File: config.mk
export PLATFORM = sky130hd
export DESIGN_NAME = scaled_model_time_clock_core_flat
export DESIGN_NICKNAME = d
export VERILOG_FILES = /design/src/design/smtc_pkg.sv /design/src/design/smtc_cfg_if.sv /design/src/design/smtc_cmd_if.sv /design/src/design/smtc_rsp_if.sv /design/src/design/scaled_model_time_clock_core.sv /design/src/design/smtc_div.sv /design/src/design/smtc_datapath.sv /design/src/design/smtc_ctrl.sv /design/src/flat_wrapper.sv
export SDC_FILE = /design/constraint.sdc
export NUM_CORES = 1
export LEC_CHECK = 0
export BUFFER_PORTS_ARGS = -buffer_cell sky130_fd_sc_hd__buf_2
export CORE_ASPECT_RATIO = 0.8
export CORE_MARGIN = 2
export CORE_UTILIZATION = 30
export CTS_CLUSTER_SIZE = 8
export DETAILED_ROUTE_END_ITERATION = 8
export GPL_TIMING_DRIVEN = 0
export HOLD_SLACK_MARGIN = 0.1
export SLEW_MARGIN = 20
export SYNTH_ARGS = -nofsm -noshare
export SYNTH_HDL_FRONTEND = slang
export SYNTH_SLANG_ARGS = --single-unit
File: constraint.sdc
create_clock -name clk -period 10.9 [get_ports clk]
set_input_delay 0 -clock clk [delete_from_list [all_inputs] [get_ports clk]]
set_output_delay 0 -clock clk [all_outputs]
set_load 0.05 [all_outputs]
File: src/design/smtc_pkg.sv
// ----------------------------------------------------------------------------
// smtc_pkg
// Shared constants, types and helpers for the scaled model-time clock.
// ----------------------------------------------------------------------------
package smtc_pkg;

    // Timebase and day counter size
    localparam int TICKS_PER_REAL_SECOND = 1000000;
    localparam int DAY_BITS              = 16;

    // Field widths
    localparam int RATIO_W    = 16;
    localparam int DAY_W      = 16;
    localparam int HOUR_W     = 5;
    localparam int MINUTE_W   = 6;
    localparam int SECOND_W   = 6;
    localparam int PERIOD_W   = 36;
    localparam int CFG_IDX_W  = 8;
    localparam int CFG_DATA_W = 16;

    // Product TICKS * ratio_y; never narrower than the period
    localparam int PROD_RAW_W = $clog2(TICKS_PER_REAL_SECOND + 1) + RATIO_W;
    localparam int PROD_W     = (PROD_RAW_W > PERIOD_W) ? PROD_RAW_W : PERIOD_W;
    localparam int DIV_CNT_W  = $clog2(PROD_W + 1);

    localparam logic [PERIOD_W-1:0] PERIOD_MAX = '1;

    // Register indexes
    localparam logic [CFG_IDX_W-1:0] CFG_RATIO_X = CFG_IDX_W'(0);
    localparam logic [CFG_IDX_W-1:0] CFG_RATIO_Y = CFG_IDX_W'(1);

    // Item actions
    localparam logic ACT_TICK = 1'b0;
    localparam logic ACT_SET  = 1'b1;

    // Result status codes
    localparam logic STATUS_OK    = 1'b0;
    localparam logic STATUS_RANGE = 1'b1;

    // Last legal value of each time field
    localparam logic [SECOND_W-1:0] LAST_SECOND = SECOND_W'(59);
    localparam logic [MINUTE_W-1:0] LAST_MINUTE = MINUTE_W'(59);
    localparam logic [HOUR_W-1:0]   LAST_HOUR   = HOUR_W'(23);

    // Controller -> datapath commands
    typedef struct packed {
        logic item_accept;
        logic ratio_x_wr;
        logic ratio_y_wr;
        logic div_start;
        logic div_step;
        logic period_load;
    } ctrl_cmd_t;

    // Datapath -> controller status
    typedef struct packed {
        logic div_done;
    } dp_status_t;

    function automatic logic [DAY_BITS-1:0] day_from_field(input logic [DAY_W-1:0] f);
        logic [31:0] wide;
        wide = 32'(f);
        return wide[DAY_BITS-1:0];
    endfunction

    function automatic logic [DAY_W-1:0] day_to_field(input logic [DAY_BITS-1:0] d);
        logic [31:0] wide;
        wide = 32'(d);
        return wide[DAY_W-1:0];
    endfunction

endpackage

File: src/design/smtc_cfg_if.sv
// ----------------------------------------------------------------------------
// smtc_cfg_if
// Configuration write channel: register index and write data.
// ----------------------------------------------------------------------------
interface smtc_cfg_if;
    logic                             valid;
    logic                             ready;
    logic [smtc_pkg::CFG_IDX_W-1:0]   index;
    logic [smtc_pkg::CFG_DATA_W-1:0]  data;

    modport source (output valid, index, data, input ready);
    modport sink   (input valid, index, data, output ready);
endinterface

File: src/design/smtc_cmd_if.sv
// ----------------------------------------------------------------------------
// smtc_cmd_if
// Request channel: tick or set-time request.
// ----------------------------------------------------------------------------
interface smtc_cmd_if;
    logic                            valid;
    logic                            ready;
    logic                            action;
    logic [smtc_pkg::DAY_W-1:0]      set_day;
    logic [smtc_pkg::HOUR_W-1:0]     set_hour;
    logic [smtc_pkg::MINUTE_W-1:0]   set_minute;
    logic [smtc_pkg::SECOND_W-1:0]   set_second;

    modport source (output valid, action, set_day, set_hour, set_minute, set_second,
                    input ready);
    modport sink   (input valid, action, set_day, set_hour, set_minute, set_second,
                    output ready);
endinterface

File: src/design/smtc_rsp_if.sv
// ----------------------------------------------------------------------------
// smtc_rsp_if
// Result channel: status, run flag, minute event and current model time.
// ----------------------------------------------------------------------------
interface smtc_rsp_if;
    logic                            valid;
    logic                            ready;
    logic                            status;
    logic                            running;
    logic                            minute_event;
    logic [smtc_pkg::DAY_W-1:0]      day;
    logic [smtc_pkg::HOUR_W-1:0]     hour;
    logic [smtc_pkg::MINUTE_W-1:0]   minute;
    logic [smtc_pkg::SECOND_W-1:0]   second;

    modport source (output valid, status, running, minute_event, day, hour, minute,
                    second, input ready);
    modport sink   (input valid, status, running, minute_event, day, hour, minute,
                    second, output ready);
endinterface

File: src/design/scaled_model_time_clock_core.sv
// ----------------------------------------------------------------------------
// scaled_model_time_clock_core
// A request's result is registered and valid in the cycle after accept.
// One request per cycle while idle; the result register frees as it is taken.
// A ratio write starts a period recompute through LOAD and DIVIDE: a
//   bit-serial divide of TICKS_PER_REAL_SECOND * ratio_y by ratio_x, one bit
//   per cycle, during which no request or further write is taken.
// Reset: ratios, period, tick counter and time clear to zero; clock stopped.
// ----------------------------------------------------------------------------
module scaled_model_time_clock_core
(
    input  logic       clk,
    input  logic       rst_n,
    smtc_cfg_if.sink   cfg,
    smtc_cmd_if.sink   cmd,
    smtc_rsp_if.source rsp
);

    // Controller <-> datapath
    smtc_pkg::ctrl_cmd_t  ctrl_cmd;
    smtc_pkg::dp_status_t dp_stat;

    // Controller: owns valid/ready on all three channels. Requests flow
    // while idle; a write to either ratio runs LOAD then DIVIDE.
    smtc_ctrl u_ctrl
    (
        .clk       (clk),
        .rst_n     (rst_n),
        .in_valid  (cmd.valid),
        .in_ready  (cmd.ready),
        .out_valid (rsp.valid),
        .out_ready (rsp.ready),
        .cfg_valid (cfg.valid),
        .cfg_ready (cfg.ready),
        .cfg_index (cfg.index),
        .cmd       (ctrl_cmd),
        .stat      (dp_stat)
    );

    // Datapath: tick is a 36-bit increment and compare against the stored
    // period, then the second/minute/hour/day carry chain. The time
    // counters change only on an accepted request, so they feed the result
    // directly; flags are registered alongside.
    smtc_datapath u_dp
    (
        .clk          (clk),
        .rst_n        (rst_n),
        .cmd          (ctrl_cmd),
        .stat         (dp_stat),
        .cfg_data     (cfg.data),
        .action       (cmd.action),
        .set_day      (cmd.set_day),
        .set_hour     (cmd.set_hour),
        .set_minute   (cmd.set_minute),
        .set_second   (cmd.set_second),
        .status       (rsp.status),
        .running      (rsp.running),
        .minute_event (rsp.minute_event),
        .day          (rsp.day),
        .hour         (rsp.hour),
        .minute       (rsp.minute),
        .second       (rsp.second)
    );

endmodule

File: src/design/smtc_div.sv
// ----------------------------------------------------------------------------
// smtc_div
// Restoring divider, one quotient bit per step.
// ----------------------------------------------------------------------------
module smtc_div
(
    input  logic                          clk,
    input  logic                          rst_n,
    input  logic                          start,
    input  logic                          step,
    input  logic [smtc_pkg::PROD_W-1:0]   dividend,
    input  logic [smtc_pkg::RATIO_W-1:0]  divisor,
    output logic [smtc_pkg::PROD_W-1:0]   quotient,
    output logic                          done
);

    logic [smtc_pkg::PROD_W-1:0]    dvd_reg, dvd_next;
    logic [smtc_pkg::RATIO_W-1:0]   rem_reg, rem_next;
    logic [smtc_pkg::DIV_CNT_W-1:0] cnt_reg, cnt_next;
    logic [smtc_pkg::RATIO_W:0]     trial;
    logic [smtc_pkg::RATIO_W:0]     diff;
    logic                           fits;

    always_comb
    begin
        trial = {rem_reg, dvd_reg[smtc_pkg::PROD_W-1]};
        fits  = trial >= {1'b0, divisor};
        diff  = trial - {1'b0, divisor};
        dvd_next = dvd_reg;
        rem_next = rem_reg;
        cnt_next = cnt_reg;
        if (start)
        begin
            dvd_next = dividend;
            rem_next = '0;
            cnt_next = smtc_pkg::DIV_CNT_W'(smtc_pkg::PROD_W);
        end
        else if (step && (cnt_reg != '0))
        begin
            dvd_next = {dvd_reg[smtc_pkg::PROD_W-2:0], fits};
            rem_next = fits ? diff[smtc_pkg::RATIO_W-1:0] : trial[smtc_pkg::RATIO_W-1:0];
            cnt_next = cnt_reg - 1'b1;
        end
    end

    always_ff @(posedge clk or negedge rst_n)
    begin
        if (!rst_n)
        begin
            cnt_reg <= '0;
        end
        else
        begin
            cnt_reg <= cnt_next;
        end
    end

    always_ff @(posedge clk)
    begin
        dvd_reg <= dvd_next;
        rem_reg <= rem_next;
    end

    assign quotient = dvd_reg;
    assign done     = (cnt_reg == '0);

endmodule

File: src/design/smtc_datapath.sv
// ----------------------------------------------------------------------------
// smtc_datapath
// Ratio registers, period computation, tick counter and time counters.
// ----------------------------------------------------------------------------
module smtc_datapath
(
    input  logic                            clk,
    input  logic                            rst_n,
    input  smtc_pkg::ctrl_cmd_t             cmd,
    output smtc_pkg::dp_status_t            stat,
    input  logic [smtc_pkg::CFG_DATA_W-1:0] cfg_data,
    input  logic                            action,
    input  logic [smtc_pkg::DAY_W-1:0]      set_day,
    input  logic [smtc_pkg::HOUR_W-1:0]     set_hour,
    input  logic [smtc_pkg::MINUTE_W-1:0]   set_minute,
    input  logic [smtc_pkg::SECOND_W-1:0]   set_second,
    output logic                            status,
    output logic                            running,
    output logic                            minute_event,
    output logic [smtc_pkg::DAY_W-1:0]      day,
    output logic [smtc_pkg::HOUR_W-1:0]     hour,
    output logic [smtc_pkg::MINUTE_W-1:0]   minute,
    output logic [smtc_pkg::SECOND_W-1:0]   second
);

    logic [smtc_pkg::RATIO_W-1:0]  ratio_x_reg, ratio_x_next;
    logic [smtc_pkg::RATIO_W-1:0]  ratio_y_reg, ratio_y_next;
    logic [smtc_pkg::PERIOD_W-1:0] period_reg, period_next;
    logic [smtc_pkg::PERIOD_W-1:0] tick_count_reg, tick_count_next;
    logic [smtc_pkg::DAY_BITS-1:0] day_reg, day_next;
    logic [smtc_pkg::HOUR_W-1:0]   hour_reg, hour_next;
    logic [smtc_pkg::MINUTE_W-1:0] minute_reg, minute_next;
    logic [smtc_pkg::SECOND_W-1:0] second_reg, second_next;
    logic                          status_reg, status_next;
    logic                          running_reg, running_next;
    logic                          event_reg, event_next;

    logic [smtc_pkg::PROD_W-1:0]   product;
    logic [smtc_pkg::PROD_W-1:0]   quotient;
    logic                          div_done;
    logic                          runs;
    logic                          set_ok;
    logic [smtc_pkg::PERIOD_W-1:0] tick_inc;
    logic                          sec_due;

    // TICKS * ratio_y, constant multiplier, registered inside the divider
    assign product = smtc_pkg::PROD_W'(smtc_pkg::TICKS_PER_REAL_SECOND)
                   * smtc_pkg::PROD_W'(ratio_y_reg);

    smtc_div u_div
    (
        .clk      (clk),
        .rst_n    (rst_n),
        .start    (cmd.div_start),
        .step     (cmd.div_step),
        .dividend (product),
        .divisor  (ratio_x_reg),
        .quotient (quotient),
        .done     (div_done)
    );

    assign stat.div_done = div_done;

    always_comb
    begin
        runs     = (ratio_x_reg != '0) && (ratio_y_reg != '0);
        set_ok   = (set_hour <= smtc_pkg::LAST_HOUR) && (set_minute <= smtc_pkg::LAST_MINUTE)
                && (set_second <= smtc_pkg::LAST_SECOND);
        tick_inc = tick_count_reg + 1'b1;
        sec_due  = tick_inc >= period_reg;

        ratio_x_next    = ratio_x_reg;
        ratio_y_next    = ratio_y_reg;
        period_next     = period_reg;
        tick_count_next = tick_count_reg;
        day_next        = day_reg;
        hour_next       = hour_reg;
        minute_next     = minute_reg;
        second_next     = second_reg;
        status_next     = status_reg;
        running_next    = running_reg;
        event_next      = event_reg;

        if (cmd.ratio_x_wr)
        begin
            ratio_x_next    = cfg_data[smtc_pkg::RATIO_W-1:0];
            tick_count_next = '0;
        end
        if (cmd.ratio_y_wr)
        begin
            ratio_y_next    = cfg_data[smtc_pkg::RATIO_W-1:0];
            tick_count_next = '0;
        end

        if (cmd.period_load)
        begin
            tick_count_next = '0;
            if (!runs)
                period_next = '0;
            else if (quotient > smtc_pkg::PROD_W'(smtc_pkg::PERIOD_MAX))
                period_next = smtc_pkg::PERIOD_MAX;
            else
                period_next = quotient[smtc_pkg::PERIOD_W-1:0];
        end

        if (cmd.item_accept)
        begin
            status_next  = smtc_pkg::STATUS_OK;
            running_next = runs;
            event_next   = 1'b0;
            if (action == smtc_pkg::ACT_SET)
            begin
                if (set_ok)
                begin
                    day_next    = smtc_pkg::day_from_field(set_day);
                    hour_next   = set_hour;
                    minute_next = set_minute;
                    second_next = set_second;
                end
                else
                begin
                    status_next = smtc_pkg::STATUS_RANGE;
                end
            end
            else if (runs)
            begin
                if (sec_due)
                begin
                    tick_count_next = '0;
                    if (second_reg >= smtc_pkg::LAST_SECOND)
                    begin
                        second_next = '0;
                        event_next  = 1'b1;
                        if (minute_reg >= smtc_pkg::LAST_MINUTE)
                        begin
                            minute_next = '0;
                            if (hour_reg >= smtc_pkg::LAST_HOUR)
                            begin
                                hour_next = '0;
                                day_next  = day_reg + 1'b1;
                            end
                            else
                            begin
                                hour_next = hour_reg + 1'b1;
                            end
                        end
                        else
                        begin
                            minute_next = minute_reg + 1'b1;
                        end
                    end
                    else
                    begin
                        second_next = second_reg + 1'b1;
                    end
                end
                else
                begin
                    tick_count_next = tick_inc;
                end
            end
        end
    end

    always_ff @(posedge clk or negedge rst_n)
    begin
        if (!rst_n)
        begin
            ratio_x_reg    <= '0;
            ratio_y_reg    <= '0;
            period_reg     <= '0;
            tick_count_reg <= '0;
            day_reg        <= '0;
            hour_reg       <= '0;
            minute_reg     <= '0;
            second_reg     <= '0;
        end
        else
        begin
            ratio_x_reg    <= ratio_x_next;
            ratio_y_reg    <= ratio_y_next;
            period_reg     <= period_next;
            tick_count_reg <= tick_count_next;
            day_reg        <= day_next;
            hour_reg       <= hour_next;
            minute_reg     <= minute_next;
            second_reg     <= second_next;
        end
    end

    // Result flags; qualified by the controller's valid
    always_ff @(posedge clk)
    begin
        status_reg  <= status_next;
        running_reg <= running_next;
        event_reg   <= event_next;
    end

    assign status       = status_reg;
    assign running      = running_reg;
    assign minute_event = event_reg;
    assign day          = smtc_pkg::day_to_field(day_reg);
    assign hour         = hour_reg;
    assign minute       = minute_reg;
    assign second       = second_reg;

endmodule

File: src/design/smtc_ctrl.sv
// ----------------------------------------------------------------------------
// smtc_ctrl
// Handshake and sequencing: request/result flow and period recompute.
// ----------------------------------------------------------------------------
module smtc_ctrl
(
    input  logic                           clk,
    input  logic                           rst_n,
    input  logic                           in_valid,
    output logic                           in_ready,
    output logic                           out_valid,
    input  logic                           out_ready,
    input  logic                           cfg_valid,
    output logic                           cfg_ready,
    input  logic [smtc_pkg::CFG_IDX_W-1:0] cfg_index,
    output smtc_pkg::ctrl_cmd_t            cmd,
    input  smtc_pkg::dp_status_t           stat
);

    typedef enum logic [1:0] {
        ST_IDLE,
        ST_LOAD,
        ST_DIVIDE
    } state_t;

    state_t state_reg, state_next;
    logic   out_valid_reg, out_valid_next;
    logic   cfg_acc;

    always_comb
    begin
        in_ready  = (state_reg == ST_IDLE) && (!out_valid_reg || out_ready);
        cfg_ready = (state_reg == ST_IDLE);
        cfg_acc   = cfg_valid && cfg_ready;

        cmd.item_accept = in_valid && in_ready;
        cmd.ratio_x_wr  = cfg_acc && (cfg_index == smtc_pkg::CFG_RATIO_X);
        cmd.ratio_y_wr  = cfg_acc && (cfg_index == smtc_pkg::CFG_RATIO_Y);
        cmd.div_start   = (state_reg == ST_LOAD);
        cmd.div_step    = (state_reg == ST_DIVIDE) && !stat.div_done;
        cmd.period_load = (state_reg == ST_DIVIDE) && stat.div_done;

        state_next = state_reg;
        unique case (state_reg)
            ST_IDLE:
            begin
                if (cmd.ratio_x_wr || cmd.ratio_y_wr)
                    state_next = ST_LOAD;
            end
            ST_LOAD:
            begin
                state_next = ST_DIVIDE;
            end
            ST_DIVIDE:
            begin
                if (stat.div_done)
                    state_next = ST_IDLE;
            end
            default:
            begin
                state_next = ST_IDLE;
            end
        endcase

        if (cmd.item_accept)
            out_valid_next = 1'b1;
        else if (out_ready)
            out_valid_next = 1'b0;
        else
            out_valid_next = out_valid_reg;
    end

    always_ff @(posedge clk or negedge rst_n)
    begin
        if (!rst_n)
        begin
            state_reg     <= ST_IDLE;
            out_valid_reg <= 1'b0;
        end
        else
        begin
            state_reg     <= state_next;
            out_valid_reg <= out_valid_next;
        end
    end

    assign out_valid = out_valid_reg;

endmodule
File: src/flat_wrapper.sv
// flat-port wrapper written by rule: the top's interface ports become plain ports
module scaled_model_time_clock_core_flat 
  (clk, rst_n, cfg_valid, cfg_index, cfg_data, cfg_ready, cmd_valid, cmd_action, cmd_set_day, cmd_set_hour, cmd_set_minute, cmd_set_second, cmd_ready, rsp_valid, rsp_status, rsp_running, rsp_minute_event, rsp_day, rsp_hour, rsp_minute, rsp_second, rsp_ready);
  smtc_cfg_if cfg_i ();
  smtc_cmd_if cmd_i ();
  smtc_rsp_if rsp_i ();
  input  logic clk;
  input  logic rst_n;
  input wire logic [$bits(cfg_i.valid)-1:0] cfg_valid;
  input wire logic [$bits(cfg_i.index)-1:0] cfg_index;
  input wire logic [$bits(cfg_i.data)-1:0] cfg_data;
  output wire logic [$bits(cfg_i.ready)-1:0] cfg_ready;
  input wire logic [$bits(cmd_i.valid)-1:0] cmd_valid;
  input wire logic [$bits(cmd_i.action)-1:0] cmd_action;
  input wire logic [$bits(cmd_i.set_day)-1:0] cmd_set_day;
  input wire logic [$bits(cmd_i.set_hour)-1:0] cmd_set_hour;
  input wire logic [$bits(cmd_i.set_minute)-1:0] cmd_set_minute;
  input wire logic [$bits(cmd_i.set_second)-1:0] cmd_set_second;
  output wire logic [$bits(cmd_i.ready)-1:0] cmd_ready;
  output wire logic [$bits(rsp_i.valid)-1:0] rsp_valid;
  output wire logic [$bits(rsp_i.status)-1:0] rsp_status;
  output wire logic [$bits(rsp_i.running)-1:0] rsp_running;
  output wire logic [$bits(rsp_i.minute_event)-1:0] rsp_minute_event;
  output wire logic [$bits(rsp_i.day)-1:0] rsp_day;
  output wire logic [$bits(rsp_i.hour)-1:0] rsp_hour;
  output wire logic [$bits(rsp_i.minute)-1:0] rsp_minute;
  output wire logic [$bits(rsp_i.second)-1:0] rsp_second;
  input wire logic [$bits(rsp_i.ready)-1:0] rsp_ready;
  assign cfg_i.valid = cfg_valid;
  assign cfg_i.index = cfg_index;
  assign cfg_i.data = cfg_data;
  assign cfg_ready = cfg_i.ready;
  assign cmd_i.valid = cmd_valid;
  assign cmd_i.action = cmd_action;
  assign cmd_i.set_day = cmd_set_day;
  assign cmd_i.set_hour = cmd_set_hour;
  assign cmd_i.set_minute = cmd_set_minute;
  assign cmd_i.set_second = cmd_set_second;
  assign cmd_ready = cmd_i.ready;
  assign rsp_valid = rsp_i.valid;
  assign rsp_status = rsp_i.status;
  assign rsp_running = rsp_i.running;
  assign rsp_minute_event = rsp_i.minute_event;
  assign rsp_day = rsp_i.day;
  assign rsp_hour = rsp_i.hour;
  assign rsp_minute = rsp_i.minute;
  assign rsp_second = rsp_i.second;
  assign rsp_i.ready = rsp_ready;
  scaled_model_time_clock_core u_core (.clk(clk), .rst_n(rst_n), .cfg(cfg_i), .cmd(cmd_i), .rsp(rsp_i));
endmodule
==> impl_metrics.json <==
{
  "status": "finished, final reports clean",
  "worstMarginPinSlew_ns": 1.10,
  "grt_pass1_vias": 12300,
  "timing.rr.end": "u_core.u_dp.u_div.quotient[35]$_DFFE_PP_",
  "whs_path_depth": 4,
  "powerDensity_nw_per_um2": 136,
  "avgViaCountPerCell": 5.01,
  "finalHoldViolations": 0,
  "synth_ff_type": "dfrtp_1",
  "grt_max_degree": 90,
  "cp.arrival_ns": 6.56,
  "ant_nets": 0,
  "syn_avg_cell_area_um2": 9.29,
  "rrSetupSlack_ns": 4.61,
  "tns_ns": 0,
  "drtIter0Drc": 838,
  "nFillCells": 4871,
  "synth_edf_count": 33,
  "place_hpwl_mm": 29.6,
  "routed_wl_mm": 39.1,
  "fp-row-count": 72,
  "setup_viol": 0,
  "vias": 12400,
  "r2r-start": "u_core.u_dp.ratio_y_reg[3]$_DFFE_PN0P_",
  "drv_slew": 0,
  "rsz0062_at_grt": "false",
  "synth_cell_types": 85,
  "syn_nets": 1893,
  "maxCapViolations": 0,
  "final_cells": 2472,
  "start_util": 0.306,
  "nets": 2111,
  "crit_required_ns": 11.16,
  "cp-end-kind": "flop",
  "clk_latency_ns": 0.57,
  "layout-drive-gt1-share": 0.103,
  "finClkSkew_ns": 0.0158,
  "area_growth_pct": 20.5,
  "yosys-top-cells-area": "dfrtp_1 25%, ha_1 14%, fa_1 7.5%, edfxtp_1 6.7%, o21ai_0 5.3%",
  "die_w_um": 253,
  "postCtsResizedCells": 0,
  "floorplan.io_pins": 102,
  "track_usage": 0.153,
  "drc": 0,
  "htree_levels": 1,
  "post-place-cells": 2333,
  "wl_per_cell_um": 15.8,
  "cts_tree": "built",
  "netlist.area_leader.share": 0.245,
  "cts_sinks": 201,
  "overflow": 0,
  "start_kind": "flop",
  "fin_crit_ns": 6.29,
  "regArea_um2": 5080,
  "cts_buffers": 29,
  "dieArea_um2": 51400,
  "crit_type": "flop to flop",
  "yosysWarnings": 0,
  "synth_top_area_cell": "dfrtp_1",
  "core_um2": 48600,
  "cts_root_buf": "clkbuf_16",
  "vdd_drop_max_v": 0.000126,
  "post-place-ws_ns": 4.58,
  "ys_seq_area_frac": 0.342,
  "hold_end": "u_core.u_dp.day[11]$_DFFE_PN0P_",
  "clkTransAtPathRegs_ns": 0.06,
  "ys_seq_elements": 201,
  "diodes": 0,
  "grt_antenna_before_repair": 0,
  "grt_pass1_wl_mm": 64.3,
  "place.gp.congestion": 0.859,
  "multi_input_area_um2": 8910,
  "fp.dieH_um": 203,
  "hold_path.startpoint": "cmd_set_day[11]",
  "hold_ws_ns": 0.208,
  "crit_fanout": 7,
  "max_slew_margin": 0.260,
  "syn_inst": 1602,
  "ff2ff_path_depth": 19,
  "leakagePower_nw": 8.47,
  "hp-class": "primary input to flop",
  "clock.fmax_mhz": 159,
  "dr.pass1.iters": 5,
  "clockBufferDepth": 3,
  "port_buffers": 101,
  "syn_area_um2": 14900,
  "post-route-period-util": 0.577,
  "async_flop_share": 0.726,
  "layout_setup_ws_ns": 4.61
}
routing by layer:
| layer | up-vias | wire (µm) | GRT usage |
|---|---|---|---|
| li1 | 6037 | - | - |
| met1 | 5973 | 19000 | 0.222 |
| met2 | 312 | 17300 | 0.239 |
| met3 | 62 | 1850 | 0.0223 |
| met4 | 0 | 913 | 0.0372 |
| met5 | - | 0 | 0 |
critical path, stage by stage (launching register included):
cell and delay (ns):
dfrtp_1 0.49, inv_1 0.19, fa_1 0.56, inv_1 0.05, fa_1 0.50, fa_1 0.58, fa_1 0.43, ha_1 0.29
inv_1 0.05, fa_1 0.49, inv_1 0.05, ha_1 0.38, and2_1 0.18, a2111oi_0 0.29, a21oi_1 0.19, and4_1 0.25
a311oi_1 0.40, a21oi_1 0.13, xnor2_1 0.32, o21ai_0 0.17
through the flow:
stage	cell area (µm²)	utilization	power (mW)
5_1_grt	17900	0.369	2.59
4_1_cts	17900	0.369	2.46
2_1_floorplan	14900	-	1.37
6_report	17900	0.369	2.45
3_3_place_gp	16200	0.333	1.55
3_5_place_dp	16200	0.333	1.56
worst max path at each step:
stage / startpoint / end / slack [ns] / cells past startpoint
2_1_floorplan: u_core.u_dp.ratio_y_reg[3]$_DFFE_PN0P_ / u_core.u_dp.u_div.quotient[34]$_DFFE_PP_ / 5.17 / 19
3_3_place_gp: u_core.u_dp.ratio_y_reg[0]$_DFFE_PN0P_ / u_core.u_dp.u_div.quotient[35]$_DFFE_PP_ / 4.63 / 18
3_5_place_dp: u_core.u_dp.ratio_y_reg[0]$_DFFE_PN0P_ / u_core.u_dp.u_div.quotient[35]$_DFFE_PP_ / 4.58 / 18
4_1_cts: u_core.u_dp.ratio_y_reg[0]$_DFFE_PN0P_ / u_core.u_dp.u_div.quotient[35]$_DFFE_PP_ / 4.56 / 18
5_1_grt: u_core.u_dp.ratio_y_reg[0]$_DFFE_PN0P_ / u_core.u_dp.u_div.quotient[35]$_DFFE_PP_ / 4.21 / 18
6_report: u_core.u_dp.ratio_y_reg[3]$_DFFE_PN0P_ / u_core.u_dp.u_div.quotient[35]$_DFFE_PP_ / 4.61 / 19
timing repair:
action,CTS,global route
endpoints found under the hold margin,217,0
hold buffers,85,0
buffers inserted,0,0
endpoints found under the setup margin,0,0
cells in the final DEF, fill, tap and decap left out, types with 30 or more instances in the layout:
cell / count
nand3_1: 67
buf_2: 102
clkbuf_1: 67
xnor2_1: 37
a21oi_1: 70
dfrtp_1: 146
xor2_1: 35
nor2_1: 87
fa_1: 56
dlygate4sd3_1: 84
inv_1: 171
o21ai_0: 158
ha_1: 172
edfxtp_1: 33
nand2_1: 161
nand2b_1: 30
synthesized netlist by cell type, types with 7 or more instances:
cell type    n
a211oi_1    11
a21o_1      19
a21oi_1     70
a221o_1      7
a22o_1       9
and3_1      27
clkbuf_1    45
dfrtp_1    146
dfxtp_1     22
edfxtp_1    33
fa_1        56
ha_1       172
inv_1      172
mux2_2      19
mux2i_1     11
nand2_1    161
nand2b_1    30
nand3_1     67
nand4_1     19
nor2_1      87
nor2b_1     11
nor3_1      21
nor4_1      12
o2111ai_1    7
o21ai_0    158
o31ai_1     10
xnor2_1     37
xor2_1      35
cell families (layout without fill, tap and decap cells):
logic type	count (synthesis)	count (layout)	share of synthesized area
and+or+nand+nor	474	474	0.158
AOI/OAI and AO/OA	368	368	0.157
buffers and inverters	229	470	0.0597
adders and majority gates	228	228	0.220
DFF	201	201	0.342
xor gates and xnor gates	72	72	0.0424
muxes	30	30	0.0218
where the power goes:
part / total (mW) / switching (mW) / internal, mW
Sequential: 0.892 / 0.0697 / 0.823
Clock: 0.851 / 0.346 / 0.505
Combinational: 0.702 / 0.449 / 0.253
Total: 2.45 / 0.864 / 1.58
area by class of cell:
cell class,instances,area share
Multi-Input combinational cell,1172,0.497
Sequential cell,201,0.284
Timing Repair Buffer,187,0.0787
Clock buffer,52,0.0458
Tap cell,629,0.0439
Inverter,174,0.0364
Buffer,55,0.0131
Clock inverter,2,0.00140
(Power assumes the default switching activity.)
